==> src/hw/rtl/vr2d_pkg.sv <==
// shared types and constants of the 2d vector reflection block
package vr2d_pkg;

    localparam int WORD_BITS = 32;
    localparam int UNIT_BITS = 29;
    localparam int SQRT_CELLS = 32;
    localparam int DIV_CELLS = 33;
    localparam int NORM_STEPS = 5;

    // remainder seed of the reciprocal: top bits of 2^62 above the quotient
    localparam logic [32:0] DIV_REM0 = 33'h0_2000_0000;

    typedef struct packed {
        logic signed [WORD_BITS-1:0] vx;
        logic signed [WORD_BITS-1:0] vy;
        logic [30:0]                 ax;
        logic [30:0]                 ay;
        logic                        neg_x;
        logic                        neg_y;
        logic                        zero;
    } t_side;

    typedef struct packed {
        logic [63:0] res;
        logic [63:0] rem;
        t_side       side;
    } t_sq;

    typedef struct packed {
        logic [32:0] rem;
        logic [32:0] q;
        logic [31:0] mag;
        t_side       side;
    } t_dv;

    typedef struct packed {
        logic signed [WORD_BITS-1:0] refl_x;
        logic signed [WORD_BITS-1:0] refl_y;
        logic                        normal_zero;
        logic                        saturated;
    } t_res;

endpackage

==> src/hw/rtl/vr2d_sqrt_cell.sv <==
// one result bit of the pipelined integer square root
module vr2d_sqrt_cell (
    input  logic           i_clk,
    input  logic           i_rst_n,
    input  logic           i_en,
    input  logic [63:0]    i_bit,
    input  logic           i_v,
    input  vr2d_pkg::t_sq  i_d,
    output logic           o_v,
    output vr2d_pkg::t_sq  o_d
);

    logic          r_v;
    vr2d_pkg::t_sq r_d;
    vr2d_pkg::t_sq n_d;
    logic [63:0]   w_trial;

    always_comb begin
        w_trial = i_d.res + i_bit;
        n_d = i_d;
        if (i_d.rem >= w_trial) begin
            n_d.rem = i_d.rem - w_trial;
            n_d.res = (i_d.res >> 1) + i_bit;
        end else begin
            n_d.res = i_d.res >> 1;
        end
    end

    always_ff @(posedge i_clk) begin
        if (!i_rst_n) begin
            r_v <= 1'b0;
        end else if (i_en) begin
            r_v <= i_v;
        end
    end

    always_ff @(posedge i_clk) begin
        if (i_en) begin
            r_d <= n_d;
        end
    end

    assign o_v = r_v;
    assign o_d = r_d;

endmodule

==> config.mk <==
export PLATFORM = sky130hd
export DESIGN_NAME = vr2d_sqrt_cell
export DESIGN_NICKNAME = d
export VERILOG_FILES = /design/src/hw/rtl/vr2d_pkg.sv /design/src/hw/rtl/vr2d_sqrt_cell.sv
export SDC_FILE = /design/constraint.sdc
export NUM_CORES = 1
export LEC_CHECK = 0
export ABC_CLOCK_PERIOD_IN_PS = 17300
export BUFFER_PORTS_ARGS = -buffer_cell sky130_fd_sc_hd__buf_4
export CAP_MARGIN = 20
export CELL_PAD_IN_SITES_DETAIL_PLACEMENT = 1
export CELL_PAD_IN_SITES_GLOBAL_PLACEMENT = 2
export CORE_ASPECT_RATIO = 2
export CORE_MARGIN = 2
export CORE_UTILIZATION = 35
export CTS_BUF_LIST = sky130_fd_sc_hd__clkbuf_4 sky130_fd_sc_hd__clkbuf_8
export CTS_CLUSTER_SIZE = 28
export DETAILED_ROUTE_END_ITERATION = 8
export PLACE_DENSITY = 0.94
export SLEW_MARGIN = 15
export SYNTH_ARGS = -nofsm -noshare
export SYNTH_HDL_FRONTEND = slang
export SYNTH_SLANG_ARGS = --single-unit
==> constraint.sdc <==
create_clock -name i_clk -period 17.3 [get_ports i_clk]
set_input_delay 3.46 -clock i_clk [delete_from_list [all_inputs] [get_ports i_clk]]
set_output_delay 3.46 -clock i_clk [all_outputs]
set_load 0.02 [all_outputs]
* Word-level counts from Yosys, hierarchy flattened
Index checks and enable logic that the tools add are counted.
Storage, ports and cells: register bits after elaboration 258, output and inout port bits 258
Cells by class: $add $sub $neg 3, $lt $le $gt $ge 1, muxes and demuxes 2
Operators with widths (count):
- $add A63 B64 Y64 | 1
- $add A64 B64 Y64 | 1
- $ge A64 B64 Y1 | 1
- $mux W64 | 1
- $sub A64 B64 Y64 | 1
- $mux W63 | 1

* Depth between registers and ports, before layout
depth after elaboration 3, mapped depth 26, mapped depth without buffers 24

* Worst setup path before layout
Ideal clock, no wire load.
kind input -> register, start input i_bit[0], end register r_d, in the netlist o_d[210] (data pin), library setup time 261 ps, data arrival time 8076 ps, setup slack 8963 ps, stages 25, path buffers 4, cells stage by stage ha_1 inv_1 fa_1 nor2b_1 o31a_1 o31a_1 or4b_1 nand2_1 o31ai_1 a221o_1 a21boi_1 xor2_1 ha_1 clkbuf_1 inv_1 nor3_1 a21oi_1 o221a_2 o21ai_0 a311oi_2 o21ai_2 buf_2 buf_2 buf_2 a21oi_1
RTL lines:
- start: declaration | RTL line vr2d_sqrt_cell.sv:6 | input logic [63:0] i_bit,
- end signal: assignment | RTL line vr2d_sqrt_cell.sv:39 | r_d <= n_d;
- end: declaration | RTL line vr2d_sqrt_cell.sv:14 | vr2d_pkg::t_sq r_d;

==> flow_summary.ini <==
[outcome]
run_status = completed

[timing]
min_period_ns = 9.527
hold_viol_final = 0
max_slew.worst_pin.slew_ns = 1.172
post-route-period-util = 0.5507
hold_ws_ns = 0.5357
fmax_mhz = 105.0
fin_setup_tns_ns = 0
max_slew_margin = 0.2077
rsz0062_at_grt = no
fin_skew_ns = 0
setup_viol = 0
drv_slew = 0

[final_layout]
nets = 3312
stdcell_area_um2 = 26330
fin_cells = 3602
mostFrequentLayoutCells = 587 x buf_4, 325 x a21oi_1, 257 x edfxtp_1
fill_cells = 6935
drive_above_1_share = 0.2456
final-seq-area_um2 = 7737
mostFrequentLayoutCell = buf_4
syn_to_final_growth_pct = 27.31
multiInputGateArea_um2 = 12120

[cts]
holdBufCountCts = 0
cts_setup_buffers = 0
clk_path_buf_depth = 3
htree_levels = 2
cts_tree = done
cts_root_buf = clkbuf_8
cts.clk_slew.worst_paths_ns = 0.07
cts-resized-gates = 0
cts_sinks = 258
cts_made_buffers = 42
clkLatencyLatePin_ns = 0.61

[setup_path]
worstPathRequired_ns = 17.67
crit_path_start = i_bit[0]
worstPathArrival_ns = 9.90
cp-start-kind = primary input
endpoint_kind = flip-flop
reg2reg_to = o_v
r2r_start = o_v
rrSetupSlack_ns = 16.69
critical_path_class = primary input to flip-flop
cp-endpoint = o_d[253]
r2r_cells = 2
crit_fanout = 47

[yosys]
synth_ff_type = edfxtp_1
seq_area_frac_synth = 0.3742
synth_warnings = 0
synthArstFlopShare = 0
yosys.area_share.simple = 0.1427
synth-seq-cells = 258
syn-num-nets = 2788
synth_top_family_by_area = compound AO/OA/AOI/OAI gates
synth_fa_ha_area_frac = 0.1179
synth.area.mux_share = 0.002239
synth_cell_type_count = 90
synth_xor_area_frac = 0.07539
netlist_instances = 2270
syn_area_um2 = 20680
postSynthAreaPerCell_um2 = 9.110
synth_edf_count = 257
synth_compound_area_frac = 0.2476

[drt]
wl_met1_um = 35510
wl_met2_um = 41780
wl_met3_um = 6413
totalWireLength_um = 87030
num_vias = 20185
ant_nets = 0
drc = 0
maxUsedRoutingLayer = met5
via_per_inst = 5.604
first_iter_violations = 1144
dr.pass1.iters = 5
wl_per_cell_um = 24.16

[run]
max_cap_viol_count = 0

[placed_design]
portBuffers = 582
dp_cells = 3518
gp_congestion = 0.9374
dp_hpwl_um = 72430
place_area_um2 = 25510

[grt]
grt_overflow = 0
track_usage = 0.2722
grt_pass1_wl_um = 126800
grt_max_degree = 137
grt_pass1_vias = 20912
antenna_found_initial = 10

[die]
die_y_um = 347.8
dieArea_um2 = 61160
core-area_um2 = 58650
io_pins = 583
fp.dieW_um = 175.9
start_util = 0.3526
rows = 126

[pwr]
vdd_ir_drop_max_uv = 58.50
power.leakage_uw = 0.01135
p_per_area_nw_per_um2 = 104.6

[worst_hold_path]
min_path_type = flip-flop to flip-flop
worst min-delay path by stage:
stage          startpoint  endpoint  slack [ns]  depth (start not counted)
2_1_floorplan         o_v       o_v        0.59                          2
3_3_place_gp          o_v       o_v        0.50                          2
3_5_place_dp          o_v       o_v        0.53                          2
4_1_cts               o_v       o_v        0.54                          2
5_1_grt               o_v       o_v        0.58                          2
6_report              o_v       o_v        0.54                          2
critical path, stage by stage:
cell	delay, ns
buf_4	0.12
ha_1	0.22
inv_1	0.09
fa_1	0.21
nor2b_1	0.07
o31a_1	0.29
nor3_1	0.36
o211a_1	0.27
o21ai_1	0.21
a211o_1	0.44
a21oi_1	0.47
o21ai_0	0.19
xnor2_1	0.17
ha_1	0.44
nand4_1	0.26
nor3_1	0.12
a31oi_1	0.17
o21ai_0	0.17
a311oi_2	0.53
o21a_2	0.69
buf_4	0.59
a21oi_1	0.08
a211o_1	0.24
layout make-up:
class / count / area share
Clock buffer: 48 / 0.02367
Antenna cell: 8 / 0.0007605
Sequential cell: 258 / 0.2939
Clock inverter: 28 / 0.006702
Inverter: 70 / 0.009981
Multi-Input combinational cell: 1834 / 0.4605
Timing Repair Buffer: 588 / 0.1680
Tap cell: 768 / 0.03650
flip-flops by register name (all words and copies together), names as in the netlist:
signal / count
o_v: 1
o_d: 257
per-stage QoR:
step	power [uW]	util	setup slack, ns
after floorplan	1711	-	8.963
after global placement	2186	0.4349	7.257
after detailed placement	2212	0.4349	7.110
after CTS	2766	0.4485	7.770
after global routing	2905	0.4489	7.356
final	2755	0.4489	7.773
layer usage:
metal,vias up,track usage
met5,-,0
met2,705,0.4649
met4,4,0.1103
met3,127,0.05876
met1,9799,0.3307
li1,9550,-
cell usage after synthesis (26+ instances only):
cell type    n  area (um2)
a21oi_1    325        1627
edfxtp_1   257        7717
nor2_1     208       780.8
nand2_1    194       728.2
ha_1       190        2377
xnor2_1    119        1042
o21ai_0    117       585.6
a21o_1     107       803.3
clkbuf_1    70       262.8
inv_1       70       262.8
nand4_1     60       375.4
xor2_1      59       516.8
o21bai_1    52       390.4
o21ai_1     38       190.2
nand3_1     32       160.2
nor3_1      27       135.1
o21a_1      26       195.2
power breakdown:
part | leakage (uW) | switching (uW) | internal, uW
clock | 0.000417 | 283 | 259
sequential | 0.00253 | 41.9 | 827
combinational | 0.00841 | 830 | 513
kinds of logic after synthesis:
logic type	after synthesis
compound gates	823
simple gates	636
flops	258
fa+ha+maj	193
xor+xnor	178
buf+inv	178
mux	4
No activity file was read; power rests on OpenSTA's default activity.
