<file path="src/hw/rtl/vr2d_pkg.sv">
// shared types and constants of the 2d vector reflection block
package vr2d_pkg;

    localparam int WORD_BITS = 32;
    localparam int UNIT_BITS = 29;
    localparam int SQRT_CELLS = 32;
    localparam int DIV_CELLS = 33;
    localparam int NORM_STEPS = 5;

    // remainder seed of the reciprocal: top bits of 2^62 above the quotient
    localparam logic [32:0] DIV_REM0 = 33'h0_2000_0000;

    typedef struct packed {
        logic signed [WORD_BITS-1:0] vx;
        logic signed [WORD_BITS-1:0] vy;
        logic [30:0]                 ax;
        logic [30:0]                 ay;
        logic                        neg_x;
        logic                        neg_y;
        logic                        zero;
    } t_side;

    typedef struct packed {
        logic [63:0] res;
        logic [63:0] rem;
        t_side       side;
    } t_sq;

    typedef struct packed {
        logic [32:0] rem;
        logic [32:0] q;
        logic [31:0] mag;
        t_side       side;
    } t_dv;

    typedef struct packed {
        logic signed [WORD_BITS-1:0] refl_x;
        logic signed [WORD_BITS-1:0] refl_y;
        logic                        normal_zero;
        logic                        saturated;
    } t_res;

endpackage

</file>
<file path="src/hw/rtl/vr2d_div_cell.sv">
// one quotient bit of the pipelined reciprocal
module vr2d_div_cell (
    input  logic           i_clk,
    input  logic           i_rst_n,
    input  logic           i_en,
    input  logic           i_v,
    input  vr2d_pkg::t_dv  i_d,
    output logic           o_v,
    output vr2d_pkg::t_dv  o_d
);

    logic          r_v;
    vr2d_pkg::t_dv r_d;
    vr2d_pkg::t_dv n_d;
    logic [32:0]   w_shl;

    always_comb begin
        w_shl = {i_d.rem[31:0], 1'b0};
        n_d = i_d;
        if (w_shl >= {1'b0, i_d.mag}) begin
            n_d.rem = w_shl - {1'b0, i_d.mag};
            n_d.q   = {i_d.q[31:0], 1'b1};
        end else begin
            n_d.rem = w_shl;
            n_d.q   = {i_d.q[31:0], 1'b0};
        end
    end

    always_ff @(posedge i_clk) begin
        if (!i_rst_n) begin
            r_v <= 1'b0;
        end else if (i_en) begin
            r_v <= i_v;
        end
    end

    always_ff @(posedge i_clk) begin
        if (i_en) begin
            r_d <= n_d;
        end
    end

    assign o_v = r_v;
    assign o_d = r_d;

endmodule

</file>
<file path="config.mk">
export PLATFORM = sky130hd
export DESIGN_NAME = vr2d_div_cell
export DESIGN_NICKNAME = d
export VERILOG_FILES = /design/src/hw/rtl/vr2d_pkg.sv /design/src/hw/rtl/vr2d_div_cell.sv
export SDC_FILE = /design/constraint.sdc
export NUM_CORES = 1
export LEC_CHECK = 0
export BUFFER_PORTS_ARGS = -buffer_cell sky130_fd_sc_hd__buf_4
export CAP_MARGIN = 20
export CORE_AREA = 5 5 177 179
export DETAILED_ROUTE_END_ITERATION = 10
export DIE_AREA = 0 0 182 184
export GPL_TIMING_DRIVEN = 1
export SYNTH_ARGS = -nofsm -noshare
export SYNTH_HDL_FRONTEND = slang
export SYNTH_SLANG_ARGS = --single-unit
</file>
<file path="constraint.sdc">
create_clock -name i_clk -period 3.6 [get_ports i_clk]
set_clock_uncertainty 0.05 [all_clocks]
set_input_delay 0.54 -clock i_clk [delete_from_list [all_inputs] [get_ports i_clk]]
set_output_delay 0.54 -clock i_clk [all_outputs]
set_load 0.01 [all_outputs]
</file>
; ---- Yosys cells after proc, flatten, opt, wreduce, memory -nomap -nowiden
; Cells that the tools add are included.
[word_totals]
reg_bits = 228
inputBits = 231
[classes]
n_lt_le_gt_ge = 1
muxes = 1
add_sub_neg = 1
[op_table]
columns = operator, n
row1 = 66-bit two-way mux, 1
row2 = 33-bit by 32-bit >= comparator with 1-bit output, 1
row3 = 33-bit by 32-bit subtractor with 33-bit output, 1

; ---- Logic depth before layout (Yosys ltp)
[logic_depth]
word_depth = 2
mapped_depth = 13
ltp_nobuf = 11

; ---- Worst setup path before layout
; No wires, ideal clock.
[synth_path]
path_type = input port to flip-flop
start = in i_d[143] in the netlist's numbering
end = reg r_d (netlist bit o_d[197]), data pin
setup_slack_ns = 0.490
t_arrival_ns = 2.800
path_buffers = 1
stages = 12
required_ns = 3.290
path_cell_list = inv_1 > ha_1 > a21o_1 > a21o_1 > a21o_1 > and2_4 > a2111oi_4 > a21oi_2 > nor2_4 > inv_2 > buf_6 > mux2_4
[synth_lines]
columns = element, line
row1 = from (decl), vr2d_div_cell.sv:7  ; input vr2d_pkg::t_dv i_d,
row2 = to (signal assigned), vr2d_div_cell.sv:39  ; r_d <= n_d;
row3 = to (decl), vr2d_div_cell.sv:13  ; vr2d_pkg::t_dv r_d;

==> flow_metrics.py <==
metrics = {
    "layout": {
        "finish.utilization_pct": 48.43,
        "final_nets": 1334,
        "nFillCells": 2618,
        "drive_gt1_share_pct": 50.18,
        "syn2layout_area_growth_pct": 52.00,
    },
    "die": {
        "die_x_um": 182,
        "core-area_sq_mm": 0.02940,
        "placementRows": 63,
        "die_h_um": 184,
        "die-area_sq_mm": 0.03349,
        "initial_core_util_pct": 31.86,
        "io_pins": 459,
    },
    "placement": {
        "routabilityCongestion": 0.9061,
        "place.detailed.hpwl_mm": 25.89,
        "io_buffers": 456,
    },
    "synth": {
        "synth_cells": 582,
        "synthAdderAreaFrac_pct": 4.488,
        "ys_ff_latch": 228,
        "synth-compound-area-share_pct": 7.720,
        "yosysSeqAreaShare_pct": 72.98,
        "synth-simple-area-share_pct": 5.570,
        "synth_area_sq_mm": 0.009368,
        "synthesis.nets": 846,
        "synthDistinctLibCells": 59,
        "synthMuxAreaShare_pct": 4.555,
        "synthXorXnorAreaFrac_pct": 2.150,
        "yosysWarnings": 0,
        "avgSynthCellArea_sq_um": 16.10,
        "ys_async_sr_fraction_pct": 0,
        "synth_edf_count": 227,
        "synth_top_family_by_area": "compound AO/OA/AOI/OAI gates",
        "synth-main-ff-cell": "edfxtp_1",
    },
    "min_path": {
        "holdPathEnd": "o_d[38]",
        "worstHoldPathCells": 1,
        "hp-start": "i_d[38]",
        "hold_path.class": "primary input to register",
    },
    "sta": {
        "slew_viol_final": 0,
        "final.setup.tns_ns": 0,
        "rsz0062_at_grt": "no",
        "max_slew_margin_pct": 52.86,
        "finalCritPeriodShare_pct": 80.76,
        "setup_viol": 0,
        "worst_pin_slew_ns": 0.7072,
        "fmax_ghz": 0.3439,
        "finalCriticalPeriod_ns": 2.907,
        "final_hold_viol_count": 0,
    },
    "grt": {
        "grt_max_degree": 83,
        "grt_pass1_wl_mm": 45.09,
        "antenna_found_initial": 4,
        "grt_usage_pct": 17.97,
        "grt_pass1_vias": 6790,
        "overflow": 0,
    },
    "setup_path": {
        "worstPathRequired_ns": 3.81,
        "ff2ff_path_depth": 2,
        "reg2reg_to": "o_v",
        "criticalPathCategory": "primary input to register",
        "path_max_fanout": 16,
        "cp.depth": 13,
        "cp-startpoint": "i_d[136]",
        "slowest_stage": "a21oi_1",
        "reg2reg_setup_slack_ns": 2.96,
        "end_kind": "register",
        "critical-path-top-delay-family": "compound AO/OA/AOI/OAI gates",
        "start_kind": "primary input",
        "arrival_ns": 3.11,
        "cp_num_buf_inv": 4,
        "critPathMaxStageDelay_ns": 0.45,
        "crit_chain": "buf_4, inv_1, ha_1, nand2_1, nor3_1, a221oi_2, a21oi_1, nand3_1, a21oi_2, nor2_4, inv_2, buf_12, mux2_4",
        "r2r_start": "o_v",
    },
    "job": {
        "maxCapViolCount": 0,
    },
    "clocking": {
        "cts_setup_buffers": 0,
        "clock_latency_ns": 0.52,
        "cts_sinks": 228,
        "cts_made_buffers": 26,
        "h-tree-depth": 1,
        "hold_buffers": 0,
        "clk_pin_slew_ns": 0.06,
        "cts_buffer_depth": 3,
        "cts-resized-gates": 0,
        "cts_tree": "yes",
        "root_buffer": "clkbuf_16",
    },
    "route": {
        "drc": 0,
        "vias": 6764,
        "firstDrtPassIters": 5,
        "postRouteAntennaNets": 0,
        "drtIter0Drc": 339,
        "drt-total-wl_mm": 32.45,
        "wl_per_cell_um": 21.94,
        "vias_per_cell": 4.573,
    },
    "power": {
        "powerDensity_mw_per_mm2": 506.7,
        "ir_drop_uv": 274.6,
        "leakage_nw": 6.268,
    },
    "run_status": {
        "outcome": "finished, final reports clean",
    },
}
## cells in the mapped netlist, drive strengths merged (2+ instances only)
| library cell | number | area, sq um |
|---|---|---|
| xnor2 | 17 | 148.9 |
| o31ai | 2 | 15.01 |
| a21oi | 37 | 188.9 |
| a21o | 21 | 157.7 |
| or4 | 2 | 15.01 |
| nor3b | 4 | 30.03 |
| mux2i | 4 | 40.04 |
| and4 | 2 | 17.52 |
| nor2b | 6 | 37.54 |
| nand3 | 12 | 60.06 |
| nand2 | 27 | 101.4 |
| ha | 32 | 400.4 |
| clkbuf | 9 | 33.78 |
| and2 | 2 | 15.02 |
| and3 | 5 | 31.28 |
| o21a | 5 | 37.54 |
| o22ai | 2 | 12.51 |
| edfxtp | 227 | 6817 |
| nor2 | 22 | 90.09 |
| a311oi | 2 | 17.52 |
| nor3 | 12 | 60.06 |
| inv | 44 | 165.2 |
| o21bai | 3 | 22.52 |
| a31oi | 4 | 25.02 |
| a2111oi | 2 | 42.54 |
| xor2 | 6 | 52.55 |
| nand4 | 3 | 18.77 |
| buf | 4 | 38.78 |
| o21ai | 17 | 85.08 |
| mux2 | 26 | 386.6 |
## cell usage in the layout, fill, tap and decap left out, types with 3 or more instances in the layout
master,instances
buf_4,468
edfxtp_1,227
inv_1,43
a21oi_1,36
ha_1,32
nand2_1,27
clkbuf_16,27
mux2_4,25
nor2_1,21
a21o_1,21
xnor2_1,17
o21ai_0,16
nand3_1,12
nor3_1,12
clkbuf_1,7
nor2b_1,6
xor2_1,6
and3_1,5
o21a_1,5
a31oi_1,4
nor3b_1,4
mux2i_1,4
clkbuf_8,4
clkinv_2,4
buf_12,4
nand4_1,3
o21bai_1,3
## cell families (layout without fill, tap and decap cells)
family,Yosys count,count (layout)
flip-flops,228,228
adder cells (fa/ha/maj),33,33
other,0,1
multiplexers,30,30
AO/OA/AOI/OAI,108,108
XOR/XNOR,23,23
buffers and inverters,57,563
AND/OR/NAND/NOR,103,103
## metal layers
| layer | share of wire, % | GRT usage, % | up-vias |
|---|---|---|---|
| met2 | 51 | 32.51 | 291 |
| met1 | 37 | 20.58 | 3229 |
| met5 | 0.10 | 0 | - |
| met3 | 8.4 | 5.738 | 52 |
| met4 | 2.6 | 4.773 | 6 |
| li1 | - | - | 3186 |
## sequential cells by signal, indices dropped and copies added (netlist names)
name and count:
o_v 1, o_d 227
## area by class of cell
cell class / instances / area (sq um) / area share (%)
clock inverter: 8 / 87.58 / 0.6151
inverter: 44 / 165.2 / 1.160
timing repair buffer: 473 / 3608 / 25.34
clock buffer: 38 / 757.0 / 5.316
tap: 390 / 488.0 / 3.427
antenna: 1 / 2.502 / 0.01757
sequential: 228 / 6837 / 48.01
multi-input combinational: 297 / 2293 / 16.11
## where the power goes
part	internal (mW)	total, mW	switching (mW)
registers	3.20	3.27	0.0679
clock network	1.59	2.61	1.03
logic	0.697	1.33	0.632
total	5.49	7.21	1.72
## how the worst max path moves through the flow
stage	to
after floorplan	o_d[197]
after CTS	o_d[220]
after detailed placement	o_d[196]
final	o_d[213]
after global placement	o_d[196]
after global routing	o_d[213]
## stage by stage
| step | total power [mW] | instance area [sq um] | hold WS (ns) | setup WS (ns) | instances |
|---|---|---|---|---|---|
| floorplan | 3.875 | 9368 | 0.4883 | 0.4897 | 582 |
| global placement | 4.657 | 13390 | 0.4523 | 0.1438 | 1432 |
| detailed placement | 4.674 | 13390 | 0.4606 | 0.1445 | 1432 |
| CTS | 7.325 | 14240 | 0.1087 | 0.6940 | 1478 |
| global route | 7.533 | 14240 | 0.1121 | 0.4320 | 1478 |
| finish | 7.214 | 14240 | 0.1392 | 0.6925 | 1479 |
(Power assumes the default switching activity.)
